===== src/rtl/mdt_pkg.sv =====
`timescale 1ns / 1ps
// ----------------------------------------------------------------------------
// mdt_pkg
// Shared constants, types and register codes of the multi-delimiter tokenizer.
// ----------------------------------------------------------------------------
package mdt_pkg;

    localparam int DELIM_SLOTS   = 4;
    localparam int MAX_DELIM_LEN = 8;
    localparam int BYTE_W        = 8;
    localparam int DELIM_W       = BYTE_W * MAX_DELIM_LEN;
    localparam int COUNT_W       = 3;
    localparam int LEN_FIELD_W   = 4;
    localparam int LENGTHS_W     = LEN_FIELD_W * DELIM_SLOTS;
    localparam int CFG_IDX_W     = 3;
    localparam int CFG_DATA_W    = 64;
    localparam int LEN_W         = $clog2(MAX_DELIM_LEN + 1);

    typedef logic [BYTE_W-1:0]                         t_byte;
    typedef logic [COUNT_W-1:0]                        t_count;
    typedef logic [DELIM_W-1:0]                        t_delim;
    typedef logic [LEN_FIELD_W-1:0]                    t_lfield;
    typedef logic [LENGTHS_W-1:0]                      t_lengths;
    typedef logic [CFG_IDX_W-1:0]                      t_cfg_idx;
    typedef logic [CFG_DATA_W-1:0]                     t_cfg_data;
    typedef logic [LEN_W-1:0]                          t_len;
    typedef logic [DELIM_SLOTS-1:0]                    t_hit;
    typedef logic [MAX_DELIM_LEN-1:0]                  t_vld;
    typedef logic [DELIM_SLOTS-1:0][BYTE_W-1:0]        t_col;
    typedef logic [MAX_DELIM_LEN-1:0][DELIM_SLOTS-1:0] t_hit_arr;
    typedef logic [MAX_DELIM_LEN-1:0][BYTE_W-1:0]      t_byte_arr;
    typedef logic [MAX_DELIM_LEN-1:0][DELIM_SLOTS-1:0][BYTE_W-1:0] t_col_arr;

    typedef struct packed {
        logic found;
        t_len len;
    } t_match;

    localparam t_cfg_idx CFG_COUNT   = t_cfg_idx'(0);
    localparam t_cfg_idx CFG_DELIM0  = t_cfg_idx'(1);
    localparam t_cfg_idx CFG_DELIM1  = t_cfg_idx'(2);
    localparam t_cfg_idx CFG_DELIM2  = t_cfg_idx'(3);
    localparam t_cfg_idx CFG_DELIM3  = t_cfg_idx'(4);
    localparam t_cfg_idx CFG_LENGTHS = t_cfg_idx'(5);

    localparam t_count   RST_COUNT   = t_count'(1);
    localparam t_delim   RST_DELIM0  = t_delim'(32);
    localparam t_lengths RST_LENGTHS = t_lengths'(1);

    localparam t_vld VLD_TOP = t_vld'(1) << (MAX_DELIM_LEN - 1);

endpackage


===== src/rtl/mdt_if.sv =====
`timescale 1ns / 1ps
// ----------------------------------------------------------------------------
// mdt_if
// Valid/ready channels of the tokenizer: input bytes, results, config writes.
// ----------------------------------------------------------------------------
interface mdt_in_if;
    logic          valid;
    logic          ready;
    mdt_pkg::t_byte in_byte;
    logic          line_end;
    logic          byte_present;

    modport source (output valid, output in_byte, output line_end, output byte_present,
                    input ready);
    modport sink   (input valid, input in_byte, input line_end, input byte_present,
                    output ready);
endinterface

interface mdt_out_if;
    logic          valid;
    logic          ready;
    mdt_pkg::t_byte out_byte;
    logic          out_valid;
    logic          token_last;
    logic          line_done;

    modport source (output valid, output out_byte, output out_valid, output token_last,
                    output line_done, input ready);
    modport sink   (input valid, input out_byte, input out_valid, input token_last,
                    input line_done, output ready);
endinterface

interface mdt_cfg_if;
    logic               valid;
    logic               ready;
    mdt_pkg::t_cfg_idx  index;
    mdt_pkg::t_cfg_data data;

    modport source (output valid, output index, output data, input ready);
    modport sink   (input valid, input index, input data, output ready);
endinterface


===== src/rtl/mdt_cell.sv =====
`timescale 1ns / 1ps
// ----------------------------------------------------------------------------
// mdt_cell
// One window cell: holds a byte and its valid bit, takes its neighbor's byte
// on shift, and compares its byte against the same position of every
// delimiter.
// ----------------------------------------------------------------------------
module mdt_cell (
    input  logic           i_clk,
    input  logic           i_rst_n,
    input  logic           i_shift,
    input  mdt_pkg::t_byte i_byte,
    input  logic           i_valid,
    input  mdt_pkg::t_col  i_col,
    output mdt_pkg::t_byte o_byte,
    output logic           o_valid,
    output mdt_pkg::t_hit  o_hit
);

    mdt_pkg::t_byte r_byte;
    logic           r_valid;

    always_ff @(posedge i_clk) begin
        if (!i_rst_n) begin
            r_valid <= 1'b0;
        end else if (i_shift) begin
            r_valid <= i_valid;
            r_byte  <= i_byte;
        end
    end

    always_comb begin
        for (int i = 0; i < mdt_pkg::DELIM_SLOTS; i++) begin
            o_hit[i] = (r_byte == i_col[i]);
        end
    end

    assign o_byte  = r_byte;
    assign o_valid = r_valid;

endmodule


===== src/rtl/mdt_match.sv =====
`timescale 1ns / 1ps
// ----------------------------------------------------------------------------
// mdt_match
// Picks the winning delimiter at the window head from the per-cell compare
// results: lowest index wins, length saturated, short tail never matches.
// ----------------------------------------------------------------------------
module mdt_match (
    input  mdt_pkg::t_hit_arr i_hit,
    input  mdt_pkg::t_vld     i_valid,
    input  mdt_pkg::t_count   i_count,
    input  mdt_pkg::t_lengths i_lengths,
    output mdt_pkg::t_match   o_match
);

    always_comb begin
        mdt_pkg::t_lfield fld;
        mdt_pkg::t_len    len;
        logic             ok;
        o_match = '0;
        for (int i = mdt_pkg::DELIM_SLOTS - 1; i >= 0; i--) begin
            fld = i_lengths[mdt_pkg::LEN_FIELD_W*i +: mdt_pkg::LEN_FIELD_W];
            if (fld > mdt_pkg::t_lfield'(mdt_pkg::MAX_DELIM_LEN)) begin
                len = mdt_pkg::t_len'(mdt_pkg::MAX_DELIM_LEN);
            end else begin
                len = mdt_pkg::t_len'(fld);
            end
            ok = (fld != '0) && (int'(i_count) > i);
            for (int j = 0; j < mdt_pkg::MAX_DELIM_LEN; j++) begin
                if (j < int'(len)) begin
                    ok = ok & i_hit[j][i] & i_valid[j];
                end
            end
            if (ok) begin
                o_match.found = 1'b1;
                o_match.len   = len;
            end
        end
    end

endmodule


===== src/rtl/multi_delimiter_tokenizer_top.sv =====
`timescale 1ns / 1ps
// ----------------------------------------------------------------------------
// multi_delimiter_tokenizer_top
// Output: a token byte is held back until the next head of the 8-cell window
//   is decided or the line ends, and is then registered at the output.
// Throughput: one byte per cycle while the output drains; end of line flushes
//   the window (cell shifts, then the done marker) with input held.
// Reset: synchronous, active low; clears cell valid bits, token and skip state,
//   the output register, and restores the default delimiter configuration.
// ----------------------------------------------------------------------------
module multi_delimiter_tokenizer_top (
    input  logic        i_clk,
    input  logic        i_rst_n,
    mdt_cfg_if.sink     i_cfg,
    mdt_in_if.sink      i_in,
    mdt_out_if.source   o_out
);

    typedef enum logic {ST_RUN, ST_FLUSH} t_state;

    t_state                                  r_state, n_state;
    mdt_pkg::t_count                         r_count;
    logic [mdt_pkg::DELIM_SLOTS-1:0][mdt_pkg::DELIM_W-1:0] r_delim;
    mdt_pkg::t_lengths                       r_lengths;
    logic                                    r_head_done, n_head_done;
    mdt_pkg::t_len                           r_skip, n_skip;
    logic                                    r_tok_open, n_tok_open;
    mdt_pkg::t_byte                          r_tail, n_tail;
    logic                                    r_ov;
    mdt_pkg::t_byte                          r_out_byte;
    logic                                    r_out_valid;
    logic                                    r_token_last;
    logic                                    r_line_done;

    mdt_pkg::t_byte_arr w_byte, w_nbyte;
    mdt_pkg::t_vld      w_valid, w_nvld;
    mdt_pkg::t_hit_arr  w_hit;
    mdt_pkg::t_col_arr  w_col;
    mdt_pkg::t_match    w_match;

    logic           w_empty, w_can_emit, w_head_pend, w_decide, w_final;
    logic           w_in_acc, w_shift, w_emit;
    mdt_pkg::t_byte w_e_byte;
    logic           w_e_valid, w_e_last, w_e_done;

    // window chain: bytes enter at the top cell and move toward cell 0
    always_comb begin
        for (int k = 0; k < mdt_pkg::MAX_DELIM_LEN; k++) begin
            for (int i = 0; i < mdt_pkg::DELIM_SLOTS; i++) begin
                w_col[k][i] = r_delim[i][mdt_pkg::BYTE_W*k +: mdt_pkg::BYTE_W];
            end
        end
        for (int k = 0; k < mdt_pkg::MAX_DELIM_LEN - 1; k++) begin
            w_nbyte[k] = w_byte[k+1];
            w_nvld[k]  = w_valid[k+1];
        end
        w_nbyte[mdt_pkg::MAX_DELIM_LEN-1] = i_in.in_byte;
        w_nvld[mdt_pkg::MAX_DELIM_LEN-1]  = (r_state == ST_RUN);
    end

    for (genvar k = 0; k < mdt_pkg::MAX_DELIM_LEN; k++) begin : g_cell
        mdt_cell u_cell (
            .i_clk   (i_clk),
            .i_rst_n (i_rst_n),
            .i_shift (w_shift),
            .i_byte  (w_nbyte[k]),
            .i_valid (w_nvld[k]),
            .i_col   (w_col[k]),
            .o_byte  (w_byte[k]),
            .o_valid (w_valid[k]),
            .o_hit   (w_hit[k])
        );
    end

    mdt_match u_match (
        .i_hit     (w_hit),
        .i_valid   (w_valid),
        .i_count   (r_count),
        .i_lengths (r_lengths),
        .o_match   (w_match)
    );

    assign w_empty     = (w_valid == '0);
    assign w_can_emit  = !r_ov || o_out.ready;
    assign w_head_pend = w_valid[0] && !r_head_done;
    assign w_decide    = w_head_pend && w_can_emit;
    assign w_final     = (r_state == ST_FLUSH) && w_empty && w_can_emit;
    assign w_in_acc    = i_in.valid && i_in.ready;

    assign i_in.ready  = (r_state == ST_RUN) && (!w_head_pend || w_can_emit);
    assign i_cfg.ready = 1'b1;

    always_comb begin
        case (r_state)
            ST_RUN:   w_shift = w_in_acc && i_in.byte_present;
            ST_FLUSH: w_shift = !w_empty && (!w_head_pend || w_can_emit);
            default:  w_shift = 1'b0;
        endcase
    end

    always_comb begin
        n_state     = r_state;
        n_skip      = r_skip;
        n_tok_open  = r_tok_open;
        n_tail      = r_tail;
        n_head_done = r_head_done;
        w_emit      = 1'b0;
        w_e_byte    = '0;
        w_e_valid   = 1'b0;
        w_e_last    = 1'b0;
        w_e_done    = 1'b0;
        if (w_decide) begin
            if (r_skip != '0) begin
                n_skip = r_skip - mdt_pkg::t_len'(1);
            end else if (w_match.found) begin
                if (r_tok_open) begin
                    w_emit    = 1'b1;
                    w_e_byte  = r_tail;
                    w_e_valid = 1'b1;
                    w_e_last  = 1'b1;
                end
                n_tok_open = 1'b0;
                n_skip     = w_match.len - mdt_pkg::t_len'(1);
            end else begin
                if (r_tok_open) begin
                    w_emit    = 1'b1;
                    w_e_byte  = r_tail;
                    w_e_valid = 1'b1;
                end
                n_tail     = w_byte[0];
                n_tok_open = 1'b1;
            end
        end
        if (w_final) begin
            w_emit     = 1'b1;
            w_e_byte   = r_tok_open ? r_tail : '0;
            w_e_valid  = r_tok_open;
            w_e_last   = r_tok_open;
            w_e_done   = 1'b1;
            n_tok_open = 1'b0;
            n_state    = ST_RUN;
        end
        if (w_in_acc && i_in.line_end) begin
            n_state = ST_FLUSH;
        end
        if (w_shift) begin
            n_head_done = 1'b0;
        end else if (w_decide) begin
            n_head_done = 1'b1;
        end
    end

    always_ff @(posedge i_clk) begin
        if (!i_rst_n) begin
            r_state     <= ST_RUN;
            r_head_done <= 1'b0;
            r_skip      <= '0;
            r_tok_open  <= 1'b0;
            r_ov        <= 1'b0;
            r_count     <= mdt_pkg::RST_COUNT;
            r_lengths   <= mdt_pkg::RST_LENGTHS;
            r_delim[0]  <= mdt_pkg::RST_DELIM0;
            for (int i = 1; i < mdt_pkg::DELIM_SLOTS; i++) begin
                r_delim[i] <= '0;
            end
        end else begin
            r_state     <= n_state;
            r_head_done <= n_head_done;
            r_skip      <= n_skip;
            r_tok_open  <= n_tok_open;
            r_tail      <= n_tail;
            if (w_emit) begin
                r_ov         <= 1'b1;
                r_out_byte   <= w_e_byte;
                r_out_valid  <= w_e_valid;
                r_token_last <= w_e_last;
                r_line_done  <= w_e_done;
            end else if (o_out.ready) begin
                r_ov <= 1'b0;
            end
            if (i_cfg.valid) begin
                case (i_cfg.index)
                    mdt_pkg::CFG_COUNT:   r_count    <= mdt_pkg::t_count'(i_cfg.data);
                    mdt_pkg::CFG_DELIM0:  r_delim[0] <= mdt_pkg::t_delim'(i_cfg.data);
                    mdt_pkg::CFG_DELIM1:  r_delim[1] <= mdt_pkg::t_delim'(i_cfg.data);
                    mdt_pkg::CFG_DELIM2:  r_delim[2] <= mdt_pkg::t_delim'(i_cfg.data);
                    mdt_pkg::CFG_DELIM3:  r_delim[3] <= mdt_pkg::t_delim'(i_cfg.data);
                    mdt_pkg::CFG_LENGTHS: r_lengths  <= mdt_pkg::t_lengths'(i_cfg.data);
                    default: ;
                endcase
            end
        end
    end

    assign o_out.valid      = r_ov;
    assign o_out.out_byte   = r_out_byte;
    assign o_out.out_valid  = r_out_valid;
    assign o_out.token_last = r_token_last;
    assign o_out.line_done  = r_line_done;

    a_skip_closed: assert property (@(posedge i_clk) disable iff (!i_rst_n)
        (r_skip != '0) |-> !r_tok_open)
        else $error("token open while delimiter bytes are being skipped");

    a_done_head: assert property (@(posedge i_clk) disable iff (!i_rst_n)
        r_head_done |-> w_valid[0])
        else $error("head marked decided but head cell empty");

    a_run_packed: assert property (@(posedge i_clk) disable iff (!i_rst_n)
        (r_state == ST_RUN) |->
            ((w_valid & ~((w_valid >> 1) | mdt_pkg::VLD_TOP)) == '0))
        else $error("window bytes not packed against the tail cell");

    a_final_out: assert property (@(posedge i_clk) disable iff (!i_rst_n)
        w_final |=> (r_state == ST_RUN) && r_ov && r_line_done)
        else $error("end-of-line transaction not registered after flush");

endmodule


===== src/flat_wrapper.sv =====
// flat-port wrapper written by rule: the top's interface ports become plain ports
module multi_delimiter_tokenizer_top_flat 
  (i_clk, i_rst_n, i_cfg_valid, i_cfg_index, i_cfg_data, i_cfg_ready, i_in_valid, i_in_in_byte, i_in_line_end, i_in_byte_present, i_in_ready, o_out_valid, o_out_out_byte, o_out_out_valid, o_out_token_last, o_out_line_done, o_out_ready);
  mdt_cfg_if i_cfg_i ();
  mdt_in_if i_in_i ();
  mdt_out_if o_out_i ();
  input  logic i_clk;
  input  logic i_rst_n;
  input wire logic [$bits(i_cfg_i.valid)-1:0] i_cfg_valid;
  input wire logic [$bits(i_cfg_i.index)-1:0] i_cfg_index;
  input wire logic [$bits(i_cfg_i.data)-1:0] i_cfg_data;
  output wire logic [$bits(i_cfg_i.ready)-1:0] i_cfg_ready;
  input wire logic [$bits(i_in_i.valid)-1:0] i_in_valid;
  input wire logic [$bits(i_in_i.in_byte)-1:0] i_in_in_byte;
  input wire logic [$bits(i_in_i.line_end)-1:0] i_in_line_end;
  input wire logic [$bits(i_in_i.byte_present)-1:0] i_in_byte_present;
  output wire logic [$bits(i_in_i.ready)-1:0] i_in_ready;
  output wire logic [$bits(o_out_i.valid)-1:0] o_out_valid;
  output wire logic [$bits(o_out_i.out_byte)-1:0] o_out_out_byte;
  output wire logic [$bits(o_out_i.out_valid)-1:0] o_out_out_valid;
  output wire logic [$bits(o_out_i.token_last)-1:0] o_out_token_last;
  output wire logic [$bits(o_out_i.line_done)-1:0] o_out_line_done;
  input wire logic [$bits(o_out_i.ready)-1:0] o_out_ready;
  assign i_cfg_i.valid = i_cfg_valid;
  assign i_cfg_i.index = i_cfg_index;
  assign i_cfg_i.data = i_cfg_data;
  assign i_cfg_ready = i_cfg_i.ready;
  assign i_in_i.valid = i_in_valid;
  assign i_in_i.in_byte = i_in_in_byte;
  assign i_in_i.line_end = i_in_line_end;
  assign i_in_i.byte_present = i_in_byte_present;
  assign i_in_ready = i_in_i.ready;
  assign o_out_valid = o_out_i.valid;
  assign o_out_out_byte = o_out_i.out_byte;
  assign o_out_out_valid = o_out_i.out_valid;
  assign o_out_token_last = o_out_i.token_last;
  assign o_out_line_done = o_out_i.line_done;
  assign o_out_i.ready = o_out_ready;
  multi_delimiter_tokenizer_top u_core (.i_clk(i_clk), .i_rst_n(i_rst_n), .i_cfg(i_cfg_i), .i_in(i_in_i), .o_out(o_out_i));
endmodule

===== config.mk =====
export PLATFORM = sky130hd
export DESIGN_NAME = multi_delimiter_tokenizer_top_flat
export DESIGN_NICKNAME = d
export VERILOG_FILES = /design/src/rtl/mdt_pkg.sv /design/src/rtl/mdt_if.sv /design/src/rtl/mdt_cell.sv /design/src/rtl/mdt_match.sv /design/src/rtl/multi_delimiter_tokenizer_top.sv /design/src/flat_wrapper.sv
export SDC_FILE = /design/constraint.sdc
export NUM_CORES = 1
export LEC_CHECK = 0
export BUFFER_PORTS_ARGS = -buffer_cell sky130_fd_sc_hd__buf_2
export CORE_MARGIN = 5
export CORE_UTILIZATION = 35
export DETAILED_ROUTE_END_ITERATION = 10
export PLACE_DENSITY = 0.61
export RECOVER_POWER = 100
export SLEW_MARGIN = 10
export SYNTH_ARGS = -nofsm -noshare
export SYNTH_HDL_FRONTEND = slang
export SYNTH_SLANG_ARGS = --single-unit

===== constraint.sdc =====
create_clock -name i_clk -period 3.6 [get_ports i_clk]
set_input_delay 0.9 -clock i_clk [delete_from_list [all_inputs] [get_ports i_clk]]
set_output_delay 0.9 -clock i_clk [all_outputs]
set_load 0.05 [all_outputs]

==> key figures, run 1 <==
Yosys
  • Synth Warn #: 0
  • Post-synth top flop: dfxtp_1
  • Netlist Area Pre-Place: 17410 um2
  • Synthesized Nets: 2011
  • Yosys cell types: 62
  • Synthesized instance count: 1928
  • Synth top area cells: dfxtp_1 33%, edfxtp_1 14%, nand2_1 13%
  • Post-synth EDFFs: 83
  • Seq/Total Area, Yosys: 47.79%
  • Post-synthesis register bit count: 374
  • Top cell type's share of synthesized area: 33.47%
  • Synth async-reset ratio: 0%
  • Leading area contributor after synthesis: dfxtp_1
  • Mapped Avg Cell Area: 9.028 um2

STA
  • Crit share post-route: 92.26%
  • RSZ-0062 raised after global routing: false
  • Final min period: 3321 ps
  • Highest clock rate: 301.1 MHz
  • Worst hold slack: 474.0 ps
  • Final Hold Fails: 0
  • Slew Limit Headroom: -24.47%
  • Max-slew violations: 217
  • Fin Setup TNS: 0 ps
  • Max Clock Skew: 9.892 ps
  • Count of final setup violators: 0
  • Slew @ Worst Pin: 1867 ps

Clock network
  • Hold_buf cts: 0
  • Skew-Pair Late Insertion Delay: 550 ps
  • Clock Path Buffers: 3
  • Clk root buf: clkbuf_16
  • CTS buffer count: 42
  • CTS clk-pin slew, worst paths: 60 ps
  • H-Tree Level Count: 2
  • TritonCTS clock tree: yes
  • CTS Sinks: 374

Setup path
  • Slowest CP cell: edfxtp_1
  • Max stage delay on crit path: 530 ps
  • Worst-path cell chain: xnor2_2 > nand4_1 > nor3_2 > a21oi_1 > or4_4 > a21oi_2 > nor2_1 > a221o_1 > a32o_2 > nor2_1 > ha_1 > nor3b_1 > mux2i_1 > a21boi_1
  • CP Data Arrival Time: 3800 ps
  • Worst reg2reg setup slack: 280 ps
  • Path depth of the worst reg2reg path: 14
  • Reg-to-Reg End: u_core.r_skip[2]
  • Critical R2R Launch: u_core.g_cell[1].u_cell.o_byte[2]
  • Crit-path leading delay family: simple AND/OR/NAND/NOR gates
  • Most common cell on crit path: nor2_1
  • Crit. End Element: flip-flop
  • Critical path peak fanout: 5
  • CP startpoint kind: flip-flop
  • WP data required: 4080 ps
  • CP Class: reg -> reg
  • Buffers & Inverters on Critical Path: 0

Pwr
  • Internal: 7224 uW
  • Total Power: 9415 uW
  • Power share of the combinational group: 6.4%
  • Sequential power share: 47.9%
  • PwrDens: 474.7 nW/um2
  • Peak VDD IR: 332.1 uV
  • Leak Pwr: 0.006401 uW
  • Switching Fraction: 23.27%
  • Clock power frac: 45.7%
  • Sw power: 2191 uW

Routing
  • Final wirelength: 51.47 mm
  • First-pass detailed-route iteration total: 5
  • Via density: 5.026
  • Detailed-route via count: 13380
  • Initial DRC Count: 885
  • DRC: 0
  • WL per Instance: 19.34 um
  • DRT antenna net count: 0

Hold path
  • Hold EP: u_core.r_delim[125]
  • Worst hold stages: 2
  • Worst hold start: u_core.r_delim[125]
  • Hold Path Class: reg -> reg

Floorplan
  • Starting Density: 35.48%
  • Die ar.: 54290 um2
  • I/O Pins: 96
  • Die width: 233 um
  • Die Ht: 233 um
  • Core area: 49050 um2
  • Cell Rows: 81

GRT
  • Largest net degree at the start of global routing: 148
  • First-pass GRT wire length: 79.85 mm
  • Vias in the first global route: 13460
  • Overall Global Routing Usage: 18.87%
  • Initial antenna violation count: 1
  • GRT overflow: 0

Outcome
  • Failing checks: capacitance limit, slew limit
  • Status: complete, but fails checks

Layout
  • Share of cells above drive strength 1: 10.22%
  • Nets: 2047
  • Filler Cell Count: 4865
  • Area grow syn2layout: 13.96%
  • Final core utilization: 40.44%
  • Multi-input logic area: 8509 um2
  • Sequential cell area: 8318 um2

Placed design
  • HPWL Detailed: 35.13 mm
  • Count of input and output buffers: 94
  • Final GP Congestion: 0.8930

Job
  • Max cap viols: 4
[cell usage in the layout (no fill, tap or decap), types with 3 or more instances in the layout]
master and instances:
nor4_1 14, and3_1 5, a31oi_1 3, a21o_1 3
a21boi_1 3, nor2b_1 16, xnor2_1 185, nand4_1 39
xor2_1 53, buf_2 78, nor3b_1 3, and2_1 5
nand2_1 588, mux2i_1 13, nand2b_1 15, clkinv_2 4
nor2_1 27, xnor2_2 18, a21boi_0 272, inv_1 6
buf_12 6, o31ai_1 10, nor3_1 31, a21oi_1 12
and2_0 5, nand3_1 37, edfxtp_1 83, buf_4 15
nand2_2 3, dfxtp_1 291, clkbuf_2 4, clkbuf_8 10
o22ai_1 3, o21ai_0 3, clkbuf_16 44, clkbuf_4 3
clkbuf_1 37
[cells in the mapped netlist, types with 14 or more instances]
library cell    n
nand2b_1       15
xor2_1         53
edfxtp_1       83
nand3_1        38
nand2_1       590
a21boi_0      272
nor2b_1        16
nor3_1         33
nand4_1        39
nor4_1         14
dfxtp_1       291
xnor2_2        18
clkbuf_1      115
xnor2_1       185
nor2_1         29
[final cells by class]
type	count	share of cell area [%]
inverter	6	0.1135
clock inverter	8	0.4920
antenna	1	0.01262
timing repair buffer	130	3.848
tap	664	4.188
clock buffer	68	6.510
sequential	374	41.94
multi-input combinational	1410	42.90
[power by group through the flow]
stage | logic (uW) | clock network [uW] | registers (uW)
after floorplan | 398 | 0 | 4550
after global placement | 600 | 0 | 4590
after detailed placement | 608 | 0 | 4600
after CTS | 611 | 4390 | 4510
after global routing | 656 | 4570 | 4520
final | 600 | 4310 | 4510
[worst reg2reg max path, cell delays in order (launching register included)]
cell,delay (ps)
edfxtp_1,530
xnor2_2,210
nand4_1,180
nor3_2,210
a21oi_1,140
or4_4,480
a21oi_2,150
nor2_1,60
a221o_1,350
a32o_2,280
nor2_1,90
ha_1,180
nor3b_1,180
mux2i_1,90
a21boi_1,130
[repair_timing]
item,in CTS,in global routing
setup buffers,0,2
gates resized for setup,0,3
setup endpoints to repair,0,1
[cell families (layout without fill, tap and decap cells)]
kind of cell | after synthesis | after routing | synth area share [%]
simple gates | 801 | 801 | 19.50
flops | 374 | 374 | 47.79
compound gates | 338 | 338 | 14.62
xor+xnor | 256 | 256 | 13.66
buf+inv | 144 | 212 | 3.587
mux | 13 | 13 | 0.7476
fa+ha+maj | 1 | 1 | 0.07187
other cells | 1 | 2 | 0.02154
[routing by layer]
layer	global-route usage (%)	wire length, um	vias to the layer above
met5	0	0	-
met4	5.501	1153	0
met3	3.173	2398	75
met2	30.63	24010	289
met1	25.98	23910	6530
li1	-	-	6481
[sequential cells by signal, summed over array words and instances, names as in the netlist]
name                          flops
u_core.r_delim                  256
u_core.g_cell.u_cell.o_byte      64
u_core.r_lengths                 16
u_core.g_cell.u_cell.o_valid      8
u_core.o_out.out_byte             8
u_core.r_tail                     8
u_core.r_skip                     4
u_core.r_count                    3
u_core.o_out.line_done            1
u_core.o_out.out_valid            1
u_core.o_out.token_last           1
u_core.o_out.valid                1
u_core.r_head_done                1
u_core.r_state                    1
u_core.r_tok_open                 1
[how the worst max path moves through the flow]
| stage | endpoint | from | slack (ps) | cells after the start |
|---|---|---|---|---|
| 3_3_place_gp | u_core.r_skip[2] | u_core.g_cell[1].u_cell.o_byte[5] | 240 | 14 |
| 6_report | u_core.r_skip[2] | u_core.g_cell[1].u_cell.o_byte[2] | 280 | 14 |
| 5_1_grt | u_core.r_skip[2] | u_core.g_cell[2].u_cell.o_byte[1] | 20 | 14 |
| 4_1_cts | u_core.r_skip[2] | u_core.g_cell[1].u_cell.o_byte[2] | 150 | 14 |
| 3_5_place_dp | u_core.r_skip[2] | u_core.g_cell[1].u_cell.o_byte[2] | 170 | 14 |
| 2_1_floorplan | u_core.g_cell[0].u_cell.o_byte[0] | o_out_ready | 530 | 4 |
[stage by stage]
step | setup slack [ps] | std cells | instance area [um2]
floorplan | 528.2 | 1928 | 17410
global placement | 236.9 | 2582 | 18540
detailed placement | 172.0 | 2582 | 18540
CTS | 149.0 | 2658 | 19920
global route | 19.58 | 2661 | 19840
finish | 278.7 | 2661 | 19840
Note: power is estimated with default switching activity, not from simulation.
==> inputs of run 2 (changes only) <==
CTS_BUF_LIST = sky130_fd_sc_hd__clkbuf_4 sky130_fd_sc_hd__clkbuf_8 sky130_fd_sc_hd__clkbuf_16   (was not set)
REMOVE_ABC_BUFFERS = 1   (was not set)
==> key figures, run 2 (same netlist as run 1, synthesis figures left out) <==
Outcome
  • Status: complete, but fails checks
  • Failing checks: capacitance limit, slew limit

Floorplan
  • Cell Rows: 81 (unchanged)
  • Starting Density: 35.48% (unchanged)
  • Core area: 49050 um2 (unchanged)
  • Die Ht: 233 um (unchanged)
  • Die width: 233 um (unchanged)
  • Die ar.: 54290 um2 (unchanged)
  • I/O Pins: 96 (unchanged)

Setup path
  • WP data required: 3800 ps (-280 ps)
  • Most common cell on crit path: and3_1
  • Max stage delay on crit path: 520 ps (about the same)
  • Buffers & Inverters on Critical Path: 1 (+1)
  • Worst-path cell chain: xor2_1 > nor4_1 > and3_1 > a31oi_1 > o31ai_1 > clkbuf_4 > o21ai_0 > and4_1 > and3_1
  • CP Data Arrival Time: 3620 ps (-180 ps)
  • Crit. End Element: flip-flop
  • CP Class: reg -> reg
  • Crit-path leading delay family: simple AND/OR/NAND/NOR gates
  • CP startpoint kind: flip-flop
  • Slowest CP cell: and3_1
  • Critical path peak fanout: 8 (+3)

Routing
  • WL met1: 23.76 mm (-0.61%)
  • DR WL met3: 2.476 mm (+3.3%)
  • WL per Instance: 19.46 um (+0.59%)
  • Final wirelength: 52.05 mm (+1.1%)
  • DRT antenna net count: 0 (unchanged)
  • Detailed-route via count: 13460 (+0.60%)
  • First-pass detailed-route iteration total: 7 (+2)
  • Routed wl met2: 24.56 mm (+2.3%)
  • Initial DRC Count: 967 (+9.3%)
  • DRC: 0 (unchanged)
  • Top sig layer: met5
  • Via density: 5.030 (about the same)

STA
  • Count of final setup violators: 0 (unchanged)
  • Slew Limit Headroom: -29.24% (-4.8 points)
  • Final Hold Fails: 0 (unchanged)
  • Crit share post-route: 95.02% (+2.8 points)
  • RSZ-0062 raised after global routing: false
  • Final min period: 3421 ps (+99.46 ps)
  • Max-slew violations: 242 (+12%)
  • Slew @ Worst Pin: 1939 ps (+71.60 ps)
  • Max Clock Skew: 20.36 ps (+10.47 ps)
  • Highest clock rate: 292.3 MHz (-2.9%)

Layout
  • Commonest non-fill, non-tap cell in the layout: nand2_1
  • Max reg flops: 256 (unchanged)
  • Diode count: 0 (-1)
  • Area grow syn2layout: 14.18%
  • Register with the most flip-flops: u_core.r_delim
  • Fin cells: 2675 (+0.53%)
  • Most frequent cells in the layout: 589 x nand2_1, 291 x dfxtp_1, 274 x a21boi_0, 185 x xnor2_1, 83 x edfxtp_1
  • Nets: 2061 (+0.68%)
  • Share of cells above drive strength 1: 11.14% (+0.92 points)

Placed design
  • Count of input and output buffers: 94 (unchanged)
  • Final GP Congestion: 0.8638 (-3.3%)
  • Dpl cells: 2583 (+0.039%)
  • HPWL Detailed: 34.47 mm (-1.9%)

Clock network
  • Skew-Pair Late Insertion Delay: 560 ps (about the same)
  • Clock Path Buffers: 3 (unchanged)
  • CTS Sinks: 374 (unchanged)
  • CTS buffer count: 42 (unchanged)
  • Hold_buf cts: 0 (unchanged)
  • H-Tree Level Count: 2 (unchanged)
  • CTS clk-pin slew, worst paths: 60 ps (about the same)
  • TritonCTS clock tree: yes
  • Clk root buf: clkbuf_16

GRT
  • Vias in the first global route: 13530 (+0.56%)
  • GRT overflow: 0 (unchanged)
  • First-pass GRT wire length: 80.94 mm (+1.4%)
  • Largest net degree at the start of global routing: 197 (+33%)
  • Initial antenna violation count: 1 (unchanged)
  • Overall Global Routing Usage: 19.00% (+0.13 points)

Job
  • Max cap viols: 5 (+1)

Pwr
  • PwrDens: 471.8 nW/um2 (-0.60%)
  • Peak VDD IR: 350.8 uV (+5.6%)
  • Leak Pwr: 0.006456 uW (+0.87%)
  • Total Power: 9377 uW (-0.40%)

Hold path
  • Hold Path Class: reg -> reg
## run 2: area by class of cell
cell class | instances | area, um2
Sequential cell | 374 | 8318
Clock inverter | 20 | 158.9
Tap cell | 664 | 830.8
Clock buffer | 57 | 1206
Inverter | 6 | 22.52
Fill cell | 4937 | 29180
Timing Repair Buffer | 144 | 842.1
Multi-Input combinational cell | 1410 | 8496
## run 2: final timing paths
path / start / endpoint / slack (ps) / depth (start not counted)
worst max-delay path: u_core.g_cell[6].u_cell.o_byte[2] / u_core.r_tail[7] / 180 / 9
worst min-delay path: u_core.r_skip[2] / u_core.r_skip[2] / 470 / 2
worst max register to register: u_core.g_cell[6].u_cell.o_byte[2] / u_core.r_tail[7] / 180 / 9
worst min register to register: u_core.r_skip[2] / u_core.r_skip[2] / 470 / 2
## run 2: layer usage
| metal | vias up | GRT usage (%) |
|---|---|---|
| met5 | - | 0 |
| met4 | 2 | 5.058 |
| met3 | 81 | 3.173 |
| met2 | 320 | 31.78 |
| met1 | 6551 | 25.56 |
| li1 | 6501 | - |
## run 2: worst register-to-register path, delay by kind of cell, from the launching register on
family / cells / cell delay, ps
buffers and inverters: 1 / 170
XOR/XNOR: 1 / 230
AND/OR/NAND/NOR: 4 / 1140
AO/OA/AOI/OAI: 3 / 990
flip-flops: 1 / 510
## run 2: through the flow
stage	hold WS [ps]	util, %	setup WS (ps)	setup TNS (ps)	cell area (um2)
3_3_place_gp	463.3	37.75	234.5	0	18520
4_1_cts	473.4	40.53	169.3	0	19880
5_1_grt	483.6	40.52	4.912	0	19870
2_1_floorplan	443.9	-	-909.0	-66860	16800
3_5_place_dp	464.8	37.75	212.6	0	18520
6_report	473.2	40.52	179.2	0	19870
## run 2: repair_timing
| item | in CTS | in global routing |
|---|---|---|
| resized for setup | 0 | 1 |
| endpoints found under the hold margin | 0 | 0 |
| setup endpoints to repair | 0 | 1 |
| buffers inserted | 0 | 15 |
## run 2: report_power, final
group          internal (uW)  switching (uW)
registers               4390             113
logic                    244             367
clock network           2500            1760
==> inputs of run 3 (changes only) <==
SYNTH_HIERARCHICAL = 1   (was not set)
==> key figures, run 3 <==
Outcome
  • Status: completed

Yosys
  • Mapped Avg Cell Area: 8.841 um2 (-2.1%)
  • Synth async-reset ratio: 0% (unchanged)
  • Top cell type's share of synthesized area: 34.52% (+1.0 points)
  • Post-synthesis register bit count: 374 (unchanged)
  • Post-synth top flop: dfxtp_1
  • Post-synth EDFFs: 83 (unchanged)
  • Yosys cell types: 65 (+4.8%)
  • Seq/Total Area, Yosys: 49.28% (+1.5 points)
  • Synthesized instance count: 1909 (-0.99%)
  • Most frequent cell after synthesis: nand2_1
  • Leading area contributor after synthesis: dfxtp_1
  • Synth top area cells: dfxtp_1 35%, edfxtp_1 15%, xnor2_1 13%
  • Synth Warn #: 6 (+6)
  • Netlist Area Pre-Place: 16880 um2 (-3.0%)
  • Post-synth top cells: 567 x nand2_1, 291 x dfxtp_1, 277 x a21oi_1, 256 x xnor2_1, 83 x edfxtp_1

Floorplan
  • Starting Density: 35.35% (-0.14 points)
  • Cell Rows: 80 (-1.2%)
  • Die width: 229.6 um (-1.5%)
  • Core area: 47750 um2 (-2.7%)
  • I/O Pins: 96 (unchanged)
  • Die ar.: 52710 um2 (-2.9%)
  • Die Ht: 229.6 um (-1.5%)

Layout
  • Filler Cell Count: 4634 (-6.1%)
  • Nets: 2030 (-1.5%)
  • Most frequent cells in the layout: 566 x nand2_1, 291 x dfxtp_1, 276 x a21oi_1, 254 x xnor2_1, 94 x buf_2
  • Commonest non-fill, non-tap cell in the layout: nand2_1
  • Share of cells above drive strength 1: 12.82% (+1.7 points)
  • Final core utilization: 40.18% (-0.33 points)
  • Area grow syn2layout: 13.68%
  • Max reg flops: 256 (unchanged)
  • Diode count: 0 (unchanged)
  • Fin cells: 2596 (-3.0%)
  • Register with the most flip-flops: u_core/r_delim

Routing
  • Top sig layer: met5
  • Detailed-route via count: 13120 (-2.5%)
  • Initial DRC Count: 904 (-6.5%)
  • Routed wl met2: 22.97 mm (-6.5%)
  • First-pass detailed-route iteration total: 5 (-2)
  • Via density: 5.052 (+0.45%)
  • DRC: 0 (unchanged)
  • WL per Instance: 17.94 um (-7.8%)
  • DRT antenna net count: 0 (unchanged)
  • Final wirelength: 46.59 mm (-10%)
  • WL met1: 20.17 mm (-15%)
  • DR WL met3: 2.673 mm (+8.0%)

Clock network
  • Hold_buf cts: 0 (unchanged)
  • Skew-Pair Late Insertion Delay: 550 ps (about the same)
  • CTS clk-pin slew, worst paths: 60 ps (about the same)
  • TritonCTS clock tree: yes
  • CTS Sinks: 374 (unchanged)
  • Clock Path Buffers: 3 (unchanged)
  • Clk root buf: clkbuf_16
  • H-Tree Level Count: 2 (unchanged)
  • CTS buffer count: 42 (unchanged)

Job
  • Max cap viols: 0 (-5)

Pwr
  • Clock power frac: 46.5% (+1.0 points)
  • Sw power: 2156 uW (-3.9%)
  • Switching Fraction: 22.74% (-1.2 points)
  • Internal: 7324 uW (+2.7%)
  • Leak Pwr: 0.006034 uW (-6.6%)
  • Total Power: 9479 uW (+1.1%)
  • Peak VDD IR: 305.0 uV (-13%)
  • PwrDens: 494.1 nW/um2 (+4.7%)
  • Power share of the combinational group: 6.1% (-0.4 points)
  • Sequential power share: 47.4% (-0.6 points)

STA
  • Worst hold slack: 466.5 ps (-6.684 ps)
  • Count of final setup violators: 0 (unchanged)
  • Max Clock Skew: 14.12 ps (-6.239 ps)
  • Fin Setup TNS: 0 ps (unchanged)
  • Slew Limit Headroom: 37.53% (+67 points)
  • Highest clock rate: 287.5 MHz (-1.6%)
  • RSZ-0062 raised after global routing: true
  • Final Hold Fails: 0 (unchanged)
  • Final min period: 3478 ps (+57.14 ps)
  • Crit share post-route: 96.61% (+1.6 points)
  • Max-slew violations: 0 (-100%)
  • Slew @ Worst Pin: 937.0 ps (-1002 ps)

Setup path
  • Worst reg2reg setup slack: 120 ps (-60 ps)
  • Critical path peak fanout: 4 (-4)
  • Path depth of the worst reg2reg path: 16 (+7)
  • Stages on worst setup path: 16 (+7)
  • Most common cell on crit path: nor2_1
  • Crit. End Element: flip-flop
  • Worst-path cell chain: xnor2_2 > nand4_1 > nor2_1 > nand2_1 > a2111o_1 > o31a_1 > nor4b_2 > a311oi_2 > o32ai_2 > nor4b_2 > nor2_1 > ha_2 > nand2b_1 > mux2i_1 > a22oi_1 > nor2_1
  • Buffers & Inverters on Critical Path: 0 (-1)
  • CP startpoint kind: flip-flop
  • CP Class: reg -> reg
  • Max stage delay on crit path: 490 ps (-30 ps)
  • CP Data Arrival Time: 3920 ps (+300 ps)
  • Crit-path leading delay family: compound AO/OA/AOI/OAI gates
  • Slowest CP cell: edfxtp_1
  • WP data required: 4050 ps (+250 ps)

GRT
  • Initial antenna violation count: 2 (+1)
  • GRT overflow: 0 (unchanged)
  • Largest net degree at the start of global routing: 81 (-59%)
  • Overall Global Routing Usage: 17.10% (-1.9 points)
  • Vias in the first global route: 12830 (-5.2%)
  • First-pass GRT wire length: 72.61 mm (-10%)

Hold path
  • Worst hold stages: 2 (unchanged)
  • Hold Path Class: reg -> reg

Placed design
  • Final GP Congestion: 0.8597 (-0.47%)
  • Count of input and output buffers: 94 (unchanged)
  • Dpl cells: 2502 (-3.1%)
  • HPWL Detailed: 31.15 mm (-9.6%)
==> run 3: area by class of cell <==
| cell class | instances | area (um2) | area share [%] |
|---|---|---|---|
| clock buffer | 70 | 1389 | 7.239 |
| clock inverter | 8 | 75.07 | 0.3913 |
| inverter | 7 | 31.28 | 0.1630 |
| multi-input combinational | 1375 | 7659 | 39.92 |
| sequential | 374 | 8318 | 43.35 |
| tap | 615 | 769.5 | 4.011 |
| timing repair buffer | 147 | 944.7 | 4.924 |
==> run 3: through the flow <==
step / instance area, um2 / setup WS (ps)
final: 19190 / 122.1
after global routing: 19190 / -126.4
after CTS: 18990 / 23.66
after detailed placement: 17530 / 18.62
after global placement: 17530 / 150.0
after floorplan: 15880 / -1270
==> run 3: cells by family after synthesis <==
family                   Yosys count  share of synthesized area, %
XOR/XNOR                         256                         13.28
multiplexers                      13                        0.7710
buffers and inverters            160                         6.042
flip-flops                       374                         49.28
AND/OR/NAND/NOR                  767                         19.48
other                              1                       0.02222
AO/OA/AOI/OAI                    337                         11.04
adder cells (fa/ha/maj)            1                       0.07412
==> run 3: final timing paths <==
| path | start | endpoint |
|---|---|---|
| min reg2reg | u_core/r_delim[252] | u_core/r_delim[252] |
| max | u_core/g_cell[5].u_cell/o_byte[4] | u_core/r_skip[2] |
| max reg2reg | u_core/g_cell[5].u_cell/o_byte[4] | u_core/r_skip[2] |
| min | u_core/r_delim[252] | u_core/r_delim[252] |
==> run 3: power by group through the flow <==
stage	sequential [uW]	clock [uW]	combinational, uW
6_report	4490	4410	581
5_1_grt	4500	4690	637
4_1_cts	4490	4510	573
3_5_place_dp	4580	0	570
3_3_place_gp	4580	0	563
2_1_floorplan	4570	0	325
==> run 3: what timing repair did <==
| item | CTS | global route |
|---|---|---|
| resized for setup | 0 | 14 |
| endpoints found under the hold margin | 0 | 0 |
| setup endpoints to repair | 0 | 4 |
| buffers inserted | 0 | 16 |
==> run 3: worst min-delay path: cells and delay by family, from the launching register on <==
family | cells | cell delay, ps
AOI/OAI and AO/OA | 1 | 50
DFF | 1 | 310
and+or+nand+nor | 1 | 50
==> run 3: per-layer routing <==
layer  global-route usage, %  up-vias
met3                   3.047       64
met4                   3.796        2
met2                   29.95      387
li1                        -     6402
met1                   22.10     6261
met5                       0        -
